**src/rtl/clpp_pkg.sv**
```systemverilog
// Shared types and constants for the coefficient length prefix packer.
// No dependencies.
package clpp_pkg;

	localparam int LEN_BITS  = 5;
	localparam int MAX_LEN   = 16;
	localparam int BYTE_BITS = 8;
	localparam int PAY_BITS  = LEN_BITS + 1 + MAX_LEN;
	localparam int ACC_BITS  = 32;
	localparam int CNT_BITS  = 5;
	localparam int Q_DEPTH   = 4;
	localparam int Q_PTR     = $clog2(Q_DEPTH);

	// one classified coefficient: code left-aligned in payload
	typedef struct packed {
		logic [PAY_BITS-1:0] payload;
		logic [CNT_BITS-1:0] nbits;
		logic                last;
	} clpp_entry_t;

endpackage

```
**src/rtl/clpp_front.sv**
```systemverilog
// Front end: input register, magnitude and length classification.
// Uses clpp_pkg.
module clpp_front import clpp_pkg::*; #(
	parameter int COEF_WIDTH = 32
) (
	input  logic        clk,
	input  logic        arst_n,
	input  logic        coef_valid,
	output logic        coef_stall,
	input  logic [31:0] coefficient,
	input  logic        block_end,
	output logic        push,
	input  logic        q_full,
	output clpp_entry_t push_entry
);

	logic                  valid_s1;
	logic [COEF_WIDTH-1:0] coef_s1;
	logic                  last_s1;
	logic                  neg;
	logic [COEF_WIDTH-1:0] mag;
	logic                  mag_hi;
	logic [LEN_BITS-1:0]   len;
	logic [MAX_LEN:0]      mask;
	logic [MAX_LEN-1:0]    mag_m;
	logic [PAY_BITS-1:0]   raw;
	logic [LEN_BITS-1:0]   shamt;
	logic                  take;

	assign push       = valid_s1 && !q_full;
	assign coef_stall = valid_s1 && q_full;
	assign take       = coef_valid && !coef_stall;

	always_ff @(posedge clk or negedge arst_n) begin
		if (!arst_n) begin
			valid_s1 <= 1'b0;
		end else if (take) begin
			valid_s1 <= 1'b1;
		end else if (push) begin
			valid_s1 <= 1'b0;
		end
	end

	always_ff @(posedge clk) begin
		if (take) begin
			coef_s1 <= coefficient[COEF_WIDTH-1:0];
			last_s1 <= block_end;
		end
	end

	assign neg    = coef_s1[COEF_WIDTH-1];
	assign mag    = neg ? (~coef_s1 + {{(COEF_WIDTH-1){1'b0}}, 1'b1}) : coef_s1;
	assign mag_hi = |mag[COEF_WIDTH-1:MAX_LEN-1];

	always_comb begin
		len = LEN_BITS'(1);
		for (int i = 0; i < MAX_LEN - 1; i++) begin
			if (mag[i]) begin
				len = LEN_BITS'(i + 2);
			end
		end
		if (mag_hi) begin
			len = LEN_BITS'(MAX_LEN);
		end
	end

	assign mask  = ~({(MAX_LEN+1){1'b1}} << len);
	assign mag_m = mag[MAX_LEN-1:0] & mask[MAX_LEN-1:0];
	assign shamt = LEN_BITS'(MAX_LEN) - len;
	assign raw   = {len, neg, MAX_LEN'(mag_m << shamt)};

	assign push_entry.payload = raw;
	assign push_entry.nbits   = CNT_BITS'(LEN_BITS + 1) + CNT_BITS'(len);
	assign push_entry.last    = last_s1;

endmodule

```
**src/rtl/clpp_queue.sv**
```systemverilog
// Small FIFO of classified coefficients between front and back.
// Uses clpp_pkg.
module clpp_queue import clpp_pkg::*; (
	input  logic        clk,
	input  logic        arst_n,
	input  logic        push,
	input  clpp_entry_t push_entry,
	output logic        full,
	input  logic        pop,
	output logic        empty,
	output clpp_entry_t pop_entry
);

	clpp_entry_t          mem [Q_DEPTH];
	logic [Q_PTR-1:0]     wr_q;
	logic [Q_PTR-1:0]     rd_q;
	logic [Q_PTR:0]       count_q;

	assign full      = (count_q == (Q_PTR+1)'(Q_DEPTH));
	assign empty     = (count_q == '0);
	assign pop_entry = mem[rd_q];

	always_ff @(posedge clk) begin
		if (push) begin
			mem[wr_q] <= push_entry;
		end
	end

	always_ff @(posedge clk or negedge arst_n) begin
		if (!arst_n) begin
			wr_q    <= '0;
			rd_q    <= '0;
			count_q <= '0;
		end else begin
			if (push) begin
				wr_q <= wr_q + 1'b1;
			end
			if (pop) begin
				rd_q <= rd_q + 1'b1;
			end
			if (push && !pop) begin
				count_q <= count_q + 1'b1;
			end else if (pop && !push) begin
				count_q <= count_q - 1'b1;
			end
		end
	end

`ifndef SYNTHESIS
	a_no_overflow: assert property (@(posedge clk) disable iff (!arst_n)
		!(push && full)) else $error("queue push while full");
	a_no_underflow: assert property (@(posedge clk) disable iff (!arst_n)
		!(pop && empty)) else $error("queue pop while empty");
	a_count_range: assert property (@(posedge clk) disable iff (!arst_n)
		count_q <= (Q_PTR+1)'(Q_DEPTH)) else $error("queue count out of range");
`endif

endmodule

```
**src/rtl/clpp_back.sv**
```systemverilog
// Back end: bit accumulator, byte extraction, block flush and output register.
// Uses clpp_pkg.
module clpp_back import clpp_pkg::*; (
	input  logic           clk,
	input  logic           arst_n,
	input  logic           empty,
	input  clpp_entry_t    pop_entry,
	output logic           pop,
	output logic           byte_valid,
	input  logic           byte_stall,
	output logic [7:0]     packed_byte,
	output logic           block_done,
	output logic           run_last
);

	logic [ACC_BITS-1:0] sh_q;
	logic [CNT_BITS-1:0] cnt_q;
	logic                last_q;
	logic                out_valid_q;
	logic [7:0]          byte_q;
	logic                done_q;
	logic                rlast_q;

	logic                pending;
	logic                fire;
	logic [CNT_BITS-1:0] n_cnt;
	logic [ACC_BITS-1:0] n_sh;
	logic                n_pending;
	logic [CNT_BITS-1:0] base_cnt;
	logic [ACC_BITS-1:0] base_sh;
	logic [ACC_BITS-1:0] ins;

	assign pending   = (cnt_q >= CNT_BITS'(BYTE_BITS)) || (last_q && cnt_q != '0);
	assign fire      = pending && (!out_valid_q || !byte_stall);
	assign n_cnt     = (cnt_q >= CNT_BITS'(BYTE_BITS)) ? cnt_q - CNT_BITS'(BYTE_BITS) : '0;
	assign n_sh      = sh_q << BYTE_BITS;
	assign n_pending = (n_cnt >= CNT_BITS'(BYTE_BITS)) || (last_q && n_cnt != '0);
	assign pop       = !empty && (!pending || (fire && !n_pending));
	assign base_cnt  = fire ? n_cnt : cnt_q;
	assign base_sh   = fire ? n_sh : sh_q;
	assign ins       = {pop_entry.payload, {(ACC_BITS-PAY_BITS){1'b0}}} >> base_cnt[2:0];

	always_ff @(posedge clk or negedge arst_n) begin
		if (!arst_n) begin
			sh_q        <= '0;
			cnt_q       <= '0;
			last_q      <= 1'b0;
			out_valid_q <= 1'b0;
		end else begin
			if (pop) begin
				sh_q   <= base_sh | ins;
				cnt_q  <= base_cnt + pop_entry.nbits;
				last_q <= pop_entry.last;
			end else if (fire) begin
				sh_q  <= n_sh;
				cnt_q <= n_cnt;
			end
			if (fire) begin
				out_valid_q <= 1'b1;
			end else if (!byte_stall) begin
				out_valid_q <= 1'b0;
			end
		end
	end

	always_ff @(posedge clk) begin
		if (fire) begin
			byte_q  <= sh_q[ACC_BITS-1 -: BYTE_BITS];
			rlast_q <= !n_pending;
			done_q  <= !n_pending && last_q;
		end
	end

	assign byte_valid  = out_valid_q;
	assign packed_byte = byte_q;
	assign block_done  = done_q;
	assign run_last    = rlast_q;

`ifndef SYNTHESIS
	a_cnt_range: assert property (@(posedge clk) disable iff (!arst_n)
		cnt_q <= CNT_BITS'(29)) else $error("bit count out of range");
	a_tail_clear: assert property (@(posedge clk) disable iff (!arst_n)
		(sh_q << cnt_q) == '0) else $error("stray bits beyond bit count");
	a_merge_aligned: assert property (@(posedge clk) disable iff (!arst_n)
		pop |-> base_cnt < CNT_BITS'(BYTE_BITS)) else $error("merge with full byte pending");
	a_flush_on_end: assert property (@(posedge clk) disable iff (!arst_n)
		(fire && cnt_q < CNT_BITS'(BYTE_BITS)) |=> (block_done && run_last))
		else $error("padded byte without block end flags");
`endif

endmodule

```
**src/rtl/coefficient_length_prefix_packer.sv**
```systemverilog
// Top level of the coefficient length prefix packer.
// Instantiates clpp_front, clpp_queue and clpp_back; uses clpp_pkg.
//
// Each coefficient is coded as a 5-bit length L, a sign bit and L magnitude
// bits (L = 1 for zero, floor(log2|v|)+2 otherwise, at most 16, upper
// magnitude bits dropped) and appended MSB-first to a byte stream; a block_end
// item pads and emits its partial byte. The input takes one transfer per cycle,
// unless coef_stall is raised while the queue is full, into a register and a
// four-entry queue; the back end then emits zero to four bytes per item, one at
// a time through the single-byte output register while byte_stall allows, and
// merges the next item once no further byte of the last one is pending.
module coefficient_length_prefix_packer import clpp_pkg::*; #(
	parameter int COEF_WIDTH = 32
) (
	input  logic        clk,
	input  logic        arst_n,
	input  logic        coef_valid,
	output logic        coef_stall,
	input  logic [31:0] coefficient,
	input  logic        block_end,
	output logic        byte_valid,
	input  logic        byte_stall,
	output logic [7:0]  packed_byte,
	output logic        block_done,
	output logic        run_last
);

	logic        push;
	logic        q_full;
	logic        q_empty;
	logic        pop;
	clpp_entry_t push_entry;
	clpp_entry_t pop_entry;

	clpp_front #(.COEF_WIDTH(COEF_WIDTH)) u_front (
		.clk        (clk),
		.arst_n     (arst_n),
		.coef_valid (coef_valid),
		.coef_stall (coef_stall),
		.coefficient(coefficient),
		.block_end  (block_end),
		.push       (push),
		.q_full     (q_full),
		.push_entry (push_entry)
	);

	clpp_queue u_queue (
		.clk        (clk),
		.arst_n     (arst_n),
		.push       (push),
		.push_entry (push_entry),
		.full       (q_full),
		.pop        (pop),
		.empty      (q_empty),
		.pop_entry  (pop_entry)
	);

	clpp_back u_back (
		.clk        (clk),
		.arst_n     (arst_n),
		.empty      (q_empty),
		.pop_entry  (pop_entry),
		.pop        (pop),
		.byte_valid (byte_valid),
		.byte_stall (byte_stall),
		.packed_byte(packed_byte),
		.block_done (block_done),
		.run_last   (run_last)
	);

endmodule
```
**config.mk**
```make
export PLATFORM = sky130hd
export DESIGN_NAME = coefficient_length_prefix_packer
export DESIGN_NICKNAME = d
export VERILOG_FILES = /design/src/rtl/clpp_pkg.sv /design/src/rtl/clpp_front.sv /design/src/rtl/clpp_queue.sv /design/src/rtl/clpp_back.sv /design/src/rtl/coefficient_length_prefix_packer.sv
export SDC_FILE = /design/constraint.sdc
export NUM_CORES = 1
export LEC_CHECK = 0
export BUFFER_PORTS_ARGS = -buffer_cell sky130_fd_sc_hd__buf_2
export CORE_ASPECT_RATIO = 1.4
export CORE_MARGIN = 4
export CORE_UTILIZATION = 29
export CTS_CLUSTER_SIZE = 24
export DETAILED_ROUTE_END_ITERATION = 7
export GPL_ROUTABILITY_DRIVEN = 1
export PLACE_DENSITY = 0.47
export SLEW_MARGIN = 20
export SYNTH_ARGS = -nofsm -noshare
export SYNTH_HDL_FRONTEND = slang
export SYNTH_HIERARCHICAL = 1
export SYNTH_SLANG_ARGS = --single-unit
export TNS_END_PERCENT = 10
```
**constraint.sdc**
```tcl
create_clock -name clk -period 6.6 [get_ports clk]
set_input_delay 0.33 -clock clk [delete_from_list [all_inputs] [get_ports clk]]
set_output_delay 0.33 -clock clk [all_outputs]
set_load 0.02 [all_outputs]
```
Yosys cells after proc, flatten, opt, wreduce, memory -nomap -nowiden
Memory sizes are Yosys's and may differ from the RTL's. Index checks and enable logic that the tools add are counted.

Register bits after elaboration: 90. RAM bits: 112. Input bits: 37. Output and inout port bits: 12. Word-level logic and storage cells: 94. Memories kept: 1.

Add/subtract/negate cells: 9. $lt $le $gt $ge: 2. Equal/unequal tests: 2. Shifts and indexed selects: 3. Multiplexer cells: 30. Bitwise operators: 4. Reduce and logical (&&, ||, !) cells: 30.

Memory list: u_queue.mem (words 4, bits a word 28, rd ports 1, clocked after memory_dff 0, write ports 1, RTL line clpp_queue.sv:14) `clpp_entry_t mem [Q_DEPTH];`.

Operator list (number): 2-to-1 mux 32 bit (3); adder 32 x 1 -> 32 bit (second input constant) (1); 2-to-1 mux 4 bit (8); inverter 32 bit (1); bitwise OR 32 bit (1); >> shifter 32 x 3 -> 32 bit (1); 2-to-1 mux 5 bit (5); 2-to-1 mux 3 bit (6); OR reduction 17 bit (1); << shifter 17 x 5 -> 16 bit (first input constant) (1); bitwise AND 16 bit (1); inverter 16 bit (1); << shifter 16 x 5 -> 16 bit (1); logical AND 1 bit (11); >= comparator 5 x 4 -> 1 bit (second input constant) (2); nonzero test 5 bit (2); zero test 1 bit (9); 2-to-1 mux 1 bit (6); adder 3 x 5 -> 5 bit (first input constant) (1); adder 5 bit (1); subtractor 5 x 4 -> 5 bit (second input constant) (1); subtractor 5 bit (first input constant) (1); adder 2 x 1 -> 2 bit (second input constant) (2); logical OR 1 bit (4); 7 further kinds (9).

Logic depth before layout (Yosys ltp)
Gate-level depths: netlist of the first run.

Depth after elaboration: 23. Gate-level depth with buffers: 21. Depth with buffers taken out: 21.

By module
The synthesis of the first run kept the hierarchy.

Modules (own cells, without submodules): clpp_queue (times used 1, cells each 180, area each 4435.5 sq um, sequential area each 3538.4 sq um); clpp_front (times used 1, cells each 402, area each 3354.5 sq um, sequential area each 1016.0 sq um); clpp_back (times used 1, cells each 354, area each 3140.5 sq um, sequential area each 1276.2 sq um).

Least setup slack after synthesis of the first run
No wires, ideal clock.

Path type: register to register. From: register u_front.coef_s1[2]. To: memory u_queue/mem[0][20] (netlist name), data pin. Library setup time: 268 ps. Arrival: 4687 ps. Data required time: 6332 ps. Setup slack: 1645 ps. Stages on the path, launching flop included: 19. Buffers on the path: 3. Clock period less this slack: 4955 ps. Cells stage by stage: edfxtp_1 or4_1 buf_2 nor4_4 a21oi_1 o31a_1 nor4_2 and3_4 inv_4 clkbuf_1 nor2_1 inv_1 ha_1 ha_1 clkbuf_1 inv_1 mux4_2 inv_1 o22ai_2.

RTL lines: start, declared (RTL line clpp_front.sv:18) `logic [COEF_WIDTH-1:0] coef_s1;`; start signal, assigned (RTL line clpp_front.sv:46) `coef_s1 <= coefficient[COEF_WIDTH-1:0];`; end, declared (RTL line clpp_queue.sv:14).

==> metrics.csv, run 1 <==
stage;metric;value;unit
detailed_routing;antenna-violating nets left;0;
cts;CTS Buf Count;23;
global_routing;largest net degree at the start of global routing;48;
detailed_routing;1st-iter DRT viols;446;
cts;CTS H-tree lvls;1;
place;Placed Cells;1409;
detailed_routing;vias per inst;5.241;
sta;Tmin final;5.785;ns
finish;Util after Layout;34.17;%
cts;Post-CTS Setup Bufs;0;
sta;RSZ-0062 raised after global routing;no;
floorplan;die area;40910;um2
logic_synthesis;EDFF count, synth;155;
floorplan;Die X;172.1;um
sta;WHS;0.02744;ns
sta;Clock Skew;0.01233;ns
worst_setup_path;CP Max Fanout;18;
cts;Clock transition at path regs;0.06;ns
floorplan;# rows;83;
worst_setup_path;Crit path required time;6.87;ns
worst_setup_path;crit path launch type;flop;
floorplan;Starting Density;29.57;%
detailed_routing;WL/cell;18.57;um
sta;final worst slack;0.8149;ns
detailed_routing;DRC viols;0;
finish;filler cell count;3709;
cts;Sink Count;202;
logic_synthesis;Yosys reg bits;202;
global_routing;grt ovf;0;
logic_synthesis;main flop type after synthesis;edfxtp_1;
place;final RePlAce weighted congestion;0.8927;
finish;nets@finish;1058;
logic_synthesis;syn_area_per_cell;11.68;um2
logic_synthesis;Synthesized Nets;994;
worst_setup_path;Critical Path Slowest Stage Cell;or4_1;
power;Total Power;5.586;mW
power;PwrDens;442.2;nW/um2
global_routing;global-route wire length before repair;44.81;mm
global_routing;All-Layer GR Usage;13.47;%
power;worst vdd ir;0.1965;mV
sta;final setup fails;0;
cts;clk root buf;clkbuf_16;
power;Leak;4.506;nW
detailed_routing;drt first pass iters;5;
floorplan;core area;36970;um2
worst_setup_path;CP arrival;6.05;ns
logic_synthesis;mapped cell area;10930;um2
cts;Clock Latency Late Sink;0.51;ns
logic_synthesis;synth cell count leaders;edfxtp_1, nor2_1, a21oi_1;
finish;antenna cells;0;
logic_synthesis;leading area contributor after synthesis;edfxtp_1;
place;Buffers on Ports;48;
floorplan;# IOs;49;
sta;max_slew headroom;35.49;%
sta;Slew Limit Fails;0;
worst_setup_path;CP peak stage delay;0.71;ns
worst_setup_path;Setup CP Type;reg -> reg;
sta;worst slew pin tran;0.9677;ns
cts;clock buffer depth;3;
place;DP Area;11610;um2
detailed_routing;Vias;7778;
finish;multi-input logic area;4683;um2
finish;design area;12630;um2
logic_synthesis;YS warnings;6;
place;pre-CTS setup slack;0.8282;ns
hold_path;Worst Hold Class;in -> reg;
logic_synthesis;Yosys cell types;82;
global_routing;antenna violations before repair;0;
floorplan;Die Ht;237.7;um
logic_synthesis;Area contributors post-synth;edfxtp_1, dfrtp_1, mux4_2;
status;status;finished clean;
sta;final setup TNS;0;ns
finish;Area Growth Syn to Fin;15.58;%
finish;fraction of layout cells with a size suffix above 1;16.81;%
job;max-cap violation count;0;
place;DPL Wire Length;19.16;mm
logic_synthesis;sequential-to-total area share from yosys stat;53.34;%
sta;Max Freq;172.9;MHz
worst_setup_path;Worst Setup End Kind;flop;
worst_setup_path;critical-path cell list;or4_1, nor4_4, a311o_1, nand4_1, nor4_1, and3_4, inv_4, nor2_1, inv_1, ha_1, ha_1, buf_4, inv_1, nor2_1, a221oi_1, a211oi_1;
detailed_routing;drt total wl;27.55;mm
finish;Register Area;5833;um2
global_routing;vias in the first global route;8071;
sta;Final period util;87.65;%
logic_synthesis;count leader, synth;edfxtp_1;
finish;Finished Layout Cells;1484;
logic_synthesis;post-synthesis async set-or-reset flop share;23.27;%
logic_synthesis;top cell type's share of synthesized area;42.58;%
cts;CTS tree;done;
logic_synthesis;Mapped Cells;936;
sta;Fin. Hold Viols;0;
power by group:
group / switching (mW) / internal [mW] / leakage, nW / total, mW
Sequential: 0.223 / 1.78 / 2.00 / 2.00
Clock: 0.494 / 0.679 / 0.349 / 1.17
Combinational: 1.45 / 0.966 / 2.16 / 2.41
Total: 2.16 / 3.42 / 4.51 / 5.59
path summary, 6_finish.rpt:
check,from,to,slack [ns],depth (start not counted)
min reg2reg,u_back/sh_q[24],u_back/packed_byte[0],0.45,0
min,coefficient[0],u_front/coef_s1[0],0.03,1
max in group asynchronous,arst_n,u_queue/rd_q[1],5.69,3
max reg2reg,u_front/coef_s1[2],u_queue/mem[1][18],0.81,16
min in group asynchronous,arst_n,u_queue/count_q[2],0.46,3
max,u_front/coef_s1[2],u_queue/mem[1][18],0.81,16
state kept, by name, indices dropped and copies added (netlist names):
signal / count
u_back/cnt_q: 5
u_front/last_s1: 1
u_queue/count_q: 3
u_front/coef_s1: 32
u_back/byte_valid: 1
u_queue/mem: 112
u_back/packed_byte: 8
u_queue/rd_q: 2
u_back/sh_q: 32
u_back/last_q: 1
u_front/valid_s1: 1
u_queue/wr_q: 2
u_back/block_done: 1
u_back/run_last: 1
per-layer routing:
| layer | part of all wire (%) | GRT usage, % | routed length, um | vias up |
|---|---|---|---|---|
| li1 | - | - | - | 3732 |
| met1 | 42 | 16.81 | 11570 | 3802 |
| met2 | 51 | 23.70 | 14110 | 190 |
| met3 | 3.8 | 1.963 | 1052 | 54 |
| met4 | 3.0 | 4.528 | 813 | 0 |
| met5 | 0 | 0 | 0 | - |
cell families after synthesis:
kind of cell | share of synthesized area, %
and+or+nand+nor | 12.94
AOI/OAI and AO/OA | 15.01
DFF | 53.34
buffers and inverters | 3.880
muxes | 9.970
xor gates and xnor gates | 2.324
adders and majority gates | 2.541
cell type report:
class | instances | area share (%)
inverters | 32 | 0.9904
clock buffers | 27 | 4.675
repair buffers | 100 | 5.645
well taps | 467 | 4.625
flip-flops and latches | 202 | 46.17
clock inverters | 15 | 0.8220
multi-input cells | 641 | 37.07
repair_timing:
item                                   CTS  global route
endpoints found under the hold margin   79             0
hold buffers                            33             0
gates resized for setup                  0             0
layout by cell type (no fill, tap or decap), drive strengths merged, types with 29 or more instances in the layout:
cell,instances
a21oi,59
buf,67
dfrtp,47
dlygate4sd3,33
edfxtp,155
inv,32
mux4,31
nand2,46
nor2,114
o21ai,36
o22ai,29
worst max-delay path: cells and delay by family, from the launching register on:
kind,cells,cell delay [ns]
compound gates,3,0.89
fa+ha+maj,2,0.57
buf+inv,4,0.73
flops,1,0.47
simple gates,7,2.86
Power figures use the tool's default switching activity.
==> run 2, diff against run 1 <==
- CAP_MARGIN: default -> 10
- CORE_MARGIN: 4 -> default
- clock period: 6.6 -> 7.5 ns (I/O delays scaled with it)
==> run 2 against run 1 <==
  * The flow now finishes with violations (design-rule violations)
  * Die area shrank 5.9%
  * Total power shrank 13%
  * Largest power group unchanged
  * Clock-buffer cell count grew 5
  * Critical path depth grew 1
  * First-iteration DRC count grew 29%
  * Sequential share of layout area grew 1.3 points
  * Clock power shrank 12%
  * Critical path type unchanged
  * Maximum frequency shrank 3.4%
==> metrics.csv, run 2 (synthesis gave the netlist of run 1 again) <==
stage;metric;value;unit
status;status;complete, but fails checks;
status;failing checks;design-rule violations;
worst_setup_path;Crit path required time;7.76;ns
place;DPL Wire Length;18.88;mm
finish;antenna cells;0;
detailed_routing;drt first pass iters;6;
sta;Tmin final;5.991;ns
detailed_routing;DRC viols;4;
finish;nets@finish;1023;
cts;Post-CTS Setup Bufs;0;
global_routing;global-route wire length before repair;42.72;mm
global_routing;antenna violations before repair;0;
floorplan;Die Ht;231.7;um
detailed_routing;1st-iter DRT viols;576;
sta;final setup fails;0;
power;Total Power;4.879;mW
worst_setup_path;CP peak stage delay;0.66;ns
sta;Clock Skew;0.01471;ns
cts;CTS H-tree lvls;1;
cts;CTS Buf Count;23;
worst_setup_path;CP arrival;6.25;ns
sta;Fin. Hold Viols;0;
cts;CTS tree;done;
floorplan;# rows;83;
finish;fraction of layout cells with a size suffix above 1;16.21;%
power;worst vdd ir;0.1639;mV
floorplan;core area;36870;um2
finish;max reg flops;112;
sta;Max Freq;166.9;MHz
sta;max_slew headroom;33.56;%
floorplan;die area;38480;um2
global_routing;grt ovf;0;
finish;most frequent cells in the layout;edfxtp_1, nor2_1, a21oi_1, buf_2;
floorplan;Starting Density;29.65;%
hold_path;Worst Hold Class;in -> reg;
finish;biggest regs;u_queue/mem x112, u_back/sh_q x32, u_front/coef_s1 x32;
cts;clk root buf;clkbuf_16;
floorplan;Die X;166.1;um
global_routing;largest net degree at the start of global routing;48;
worst_setup_path;Worst path top cell family by delay;simple AND/OR/NAND/NOR gates;
cts;# hold bufs at CTS;1;
place;final RePlAce weighted congestion;0.8777;
detailed_routing;antenna-violating nets left;0;
sta;Final period util;79.88;%
sta;Slew Limit Fails;0;
worst_setup_path;crit path launch type;flop;
sta;worst slew pin tran;0.9965;ns
worst_setup_path;Buf/Inv on CP;4;
detailed_routing;vias per inst;5.330;
worst_setup_path;Worst Setup End Kind;flop;
sta;final setup TNS;0;ns
power;PwrDens;397.4;nW/um2
place;Buffers on Ports;48;
worst_setup_path;critical-path cell list;inv_1, ha_1, nor3b_1, nand4_1, or3_1, a211oi_1, o21ba_2, and3_4, inv_4, nor2_1, inv_1, ha_1, ha_1, inv_1, nor2_1, a221oi_1, a211oi_1;
detailed_routing;Vias;7718;
cts;clock buffer depth;3;
finish;Largest Register;u_queue/mem;
cts;Clock Latency Late Sink;0.51;ns
sta;RSZ-0062 raised after global routing;no;
global_routing;vias in the first global route;7635;
cts;Clock transition at path regs;0.06;ns
power;Leak;4.335;nW
cts;cts repair resizes;0;
floorplan;# IOs;49;
worst_setup_path;Setup CP Type;reg -> reg;
cts;Sink Count;202;
detailed_routing;drt total wl;26.73;mm
worst_setup_path;Critical Path Slowest Stage Cell;ha_1;
job;max-cap violation count;0;
worst_setup_path;CP Max Fanout;18;
finish;commonest non-fill, non-tap cell in the layout;edfxtp_1;
finish;Area Growth Syn to Fin;12.31;%
detailed_routing;WL/cell;18.46;um
global_routing;All-Layer GR Usage;13.91;%
==> run 2: cell count changes in the layout (fill, tap and decap cells not counted) <==
cell,previous run,this run
clkbuf_1,4,9
dlygate4sd3_1,33,1
clkinv_4,0,1
inv_6,1,0
clkinv_2,10,2
clkinv_1,3,5
dfrtp_2,2,1
buf_4,19,16
dfrtp_1,45,46
==> run 2: per-layer routing <==
metal	part of all wire, %	global-route usage (%)	vias to the layer above	wire [um]
met5	0	0	-	0
met1	41	16.09	3791	11010
met3	3.9	1.909	50	1032
met2	52	26.09	210	13990
met4	2.6	4.819	0	704
li1	-	-	3667	-
==> run 2: final timing paths <==
path	from	endpoint	slack (ns)	depth (start not counted)
worst max-delay path	u_front/coef_s1[0]	u_queue/mem[0][18]	1.51	17
min in group asynchronous	arst_n	u_queue/count_q[0]	0.51	3
worst min-delay path	coefficient[26]	u_front/coef_s1[26]	0.05	1
worst min register to register	u_back/sh_q[28]	u_back/packed_byte[4]	0.44	0
max in group asynchronous	arst_n	u_queue/rd_q[0]	6.54	3
worst max register to register	u_front/coef_s1[0]	u_queue/mem[0][18]	1.51	17
==> run 2: power by group <==
| part | leakage [nW] | switching (mW) | internal [mW] |
|---|---|---|---|
| registers | 2.00 | 0.164 | 1.56 |
| clock network | 0.327 | 0.427 | 0.599 |
| logic | 2.01 | 1.29 | 0.838 |
==> run 2: cell type report <==
type	count	area, um2
well taps	467	584.3
fillers	3685	24590
clock buffers	32	609.3
clock inverters	9	71.32
inverters	32	125.1
flip-flops and latches	202	5832
multi-input cells	641	4683
repair buffers	65	370.4
==> run 2: worst reg2reg max path, delay by kind of cell, from the launching register on <==
family	cells	cell delay (ns)
and+or+nand+nor	6	2.05
adders and majority gates	3	1.33
AOI/OAI and AO/OA	4	1.08
buffers and inverters	4	0.76
DFF	1	0.54
==> run 2: stage by stage <==
stage	setup slack [ns]	utilization (%)	hold slack, ns	cells	instance area (um2)
final	1.509	33.30	0.04542	1448	12280
after floorplan	2.545	-	0.07941	936	10930
after global placement	1.759	31.42	0.4317	1406	11580
after detailed placement	1.559	31.42	0.4320	1406	11580
after CTS	1.517	33.30	0.01910	1448	12280
after global routing	0.8985	33.30	0.01723	1448	12280
==> run 3, diff against run 2 <==
- clock period: 7.5 -> 5.74 ns (I/O delays scaled with it)
==> run 3 against run 2 <==
  * The run still ends with design-rule violations left
  * Design area grew 4.5%
  * Wire length grew 6.0%
  * Critical path depth grew 2
  * Via count grew 3.7%
  * Maximum frequency grew 13%
  * First-iteration DRC count shrank 7.5%
  * Register-to-register slack lost 1.1 ns
  * Sequential share of layout area shrank 2.0 points
  * Final cell count grew 3.7%
  * Combinational power grew 34%
  * Worst setup slack lost 1.1 ns
  * Critical endpoint is now u_queue/mem[1][12]
==> metrics.csv, run 3 (synthesis gave the netlist of run 1 again) <==
stage;metric;value;unit
floorplan;Die X;166.1;um
finish;most frequent cells in the layout;edfxtp_1, nor2_1, a21oi_1, buf_2;
sta;final setup fails;0;
power;Reg power frac;34.6;%
sta;final setup TNS;0;ns
place;final RePlAce weighted congestion;0.8774;
place;DP Area;11710;um2
sta;worst slew pin tran;0.9370;ns
status;failing checks;design-rule violations;
global_routing;largest net degree at the start of global routing;48;
floorplan;die area;38480;um2
worst_setup_path;worst reg2reg startpoint;u_front/coef_s1[6];
worst_setup_path;Crit Reg-Reg Endpoint;u_queue/mem[1][12];
worst_setup_path;r2r setup slk;0.44;ns
sta;Slew Limit Fails;0;
finish;Finished Layout Cells;1502;
sta;RSZ-0062 raised after global routing;no;
sta;Clock Skew;0.01721;ns
hold_path;Worst Hold Class;in -> reg;
sta;WHS;0.1430;ns
power;Leak;4.612;nW
worst_setup_path;CP peak stage delay;0.69;ns
sta;Tmin final;5.304;ns
detailed_routing;vias per inst;5.331;
detailed_routing;DRC viols;4;
finish;multi-input logic area;4688;um2
cts;clk root buf;clkbuf_16;
detailed_routing;WL/cell;18.86;um
finish;filler cell count;3651;
floorplan;Starting Density;29.65;%
worst_setup_path;critical-path cell list;or4_1, nor4_4, buf_4, a311o_1, nand4_1, nor4_1, and3_4, inv_4, nor2_1, inv_1, ha_1, inv_1, ha_1, nor2_1, o21a_1, o22ai_1, mux2i_1, mux2_2, nor2_1;
global_routing;antenna violations before repair;0;
worst_setup_path;Worst path top cell family by delay;simple AND/OR/NAND/NOR gates;
cts;clock buffer depth;3;
worst_setup_path;CP arrival;5.61;ns
place;DPL Wire Length;20.15;mm
finish;fraction of layout cells with a size suffix above 1;17.49;%
power;PwrDens;509.8;nW/um2
worst_setup_path;Critical Path Slowest Stage Cell;or4_1;
finish;commonest non-fill, non-tap cell in the layout;edfxtp_1;
power;Total Power;6.537;mW
job;max-cap violation count;0;
sta;max_slew headroom;37.40;%
finish;Largest Register;u_queue/mem;
power;cell-internal power;4.030;mW
floorplan;# IOs;49;
worst_setup_path;Buf/Inv on CP;4;
power;Clk pwr share;22.0;%
global_routing;vias in the first global route;8106;
detailed_routing;1st-iter DRT viols;533;
detailed_routing;drt first pass iters;7;
cts;CTS Buf Count;23;
finish;antenna cells;0;
detailed_routing;antenna-violating nets left;0;
hold_path;Hold Startpoint;byte_stall;
finish;Area Growth Syn to Fin;17.32;%
finish;Util after Layout;34.78;%
finish;Register Area;5832;um2
hold_path;Cells on Worst Hold Path;3;
detailed_routing;Vias;8007;
place;Buffers on Ports;48;
place;Placed Cells;1422;
global_routing;global-route wire length before repair;45.08;mm
worst_setup_path;Top cell by count, worst path;nor2_1;
finish;nets@finish;1077;
worst_setup_path;CP Max Fanout;18;
floorplan;core area;36870;um2
global_routing;All-Layer GR Usage;14.74;%
global_routing;grt ovf;0;
power;switching share of total power;38.36;%
finish;biggest regs;u_queue/mem x112, u_back/sh_q x32, u_front/coef_s1 x32;
floorplan;Die Ht;231.7;um
power;worst vdd ir;0.2312;mV
cts;Sink Count;202;
worst_setup_path;Worst Setup End Kind;flop;
sta;Max Freq;188.5;MHz
cts;Clock Latency Late Sink;0.51;ns
sta;final worst slack;0.4356;ns
hold_path;Hold EP;u_back/byte_valid;
detailed_routing;drt total wl;28.33;mm
worst_setup_path;cells on worst reg2reg path;19;
finish;max reg flops;112;
cts;CTS tree;done;
status;status;complete, but fails checks;
worst_setup_path;Setup CP Type;reg -> reg;
place;pre-CTS setup slack;0.3677;ns
power;Switch Pwr;2.507;mW
finish;design area;12820;um2
cts;CTS H-tree lvls;1;
worst_setup_path;crit path launch type;flop;
worst_setup_path;Crit path required time;6.05;ns
sta;Final period util;92.41;%
sta;Fin. Hold Viols;0;
cts;Clock transition at path regs;0.06;ns
power;Comb power frac;43.4;%
floorplan;# rows;83;
==> run 3: cell type report <==
| cell class | instances | area share, % |
|---|---|---|
| Clock buffer | 26 | 4.576 |
| Sequential cell | 202 | 45.48 |
| Multi-Input combinational cell | 641 | 36.56 |
| Clock inverter | 15 | 1.142 |
| Timing Repair Buffer | 119 | 6.713 |
| Tap cell | 467 | 4.557 |
| Inverter | 32 | 0.9757 |
==> run 3: worst register-to-register path, cell delays in order (launching register included) <==
cell and delay, ns:
edfxtp_1 0.55, or4_1 0.69, nor4_4 0.28, buf_4 0.20, a311o_1 0.17, nand4_1 0.09, nor4_1 0.50, and3_4 0.39
inv_4 0.13, nor2_1 0.17, inv_1 0.14, ha_1 0.29, inv_1 0.07, ha_1 0.17, nor2_1 0.07, o21a_1 0.17
o22ai_1 0.34, mux2i_1 0.16, mux2_2 0.31, nor2_1 0.22
==> run 3: what timing repair did <==
action / 4_1_cts / 5_1_grt
setup buffers: 0 / 4
gates resized for setup: 0 / 1
endpoints found under the setup margin: 0 / 16
hold buffers: 35 / 0
endpoints found under the hold margin: 81 / 0
==> run 3: worst max path at each step <==
stage / from / depth (start not counted) / slack, ns / end
floorplan: u_front/coef_s1[2] / 18 / 0.78 / u_queue/mem[0][20]
global placement: u_front/coef_s1[2] / 16 / 0.51 / u_queue/mem[2][13]
detailed placement: u_front/coef_s1[3] / 16 / 0.37 / u_queue/mem[2][13]
CTS: u_front/coef_s1[3] / 16 / 0.35 / u_queue/mem[3][21]
global route: u_front/coef_s1[0] / 18 / 0.06 / u_queue/mem[1][21]
finish: u_front/coef_s1[6] / 19 / 0.44 / u_queue/mem[1][12]
==> run 3: per-layer routing <==
layer  part of all wire [%]  vias up  global-route usage (%)
met3                    3.6       57                   1.892
met4                    3.4        0                   6.046
met2                     54      188                   28.45
met5                      0        -                       0
met1                     39     3984                   16.11
li1                       -     3778                       -
==> run 3: power by group through the flow <==
stage	combinational (mW)	sequential, mW	clock, mW
global route	3.12	2.32	1.53
floorplan	2.12	2.23	0
detailed placement	2.83	2.30	0
global placement	2.83	2.29	0
finish	2.84	2.26	1.44
CTS	2.86	2.27	1.49
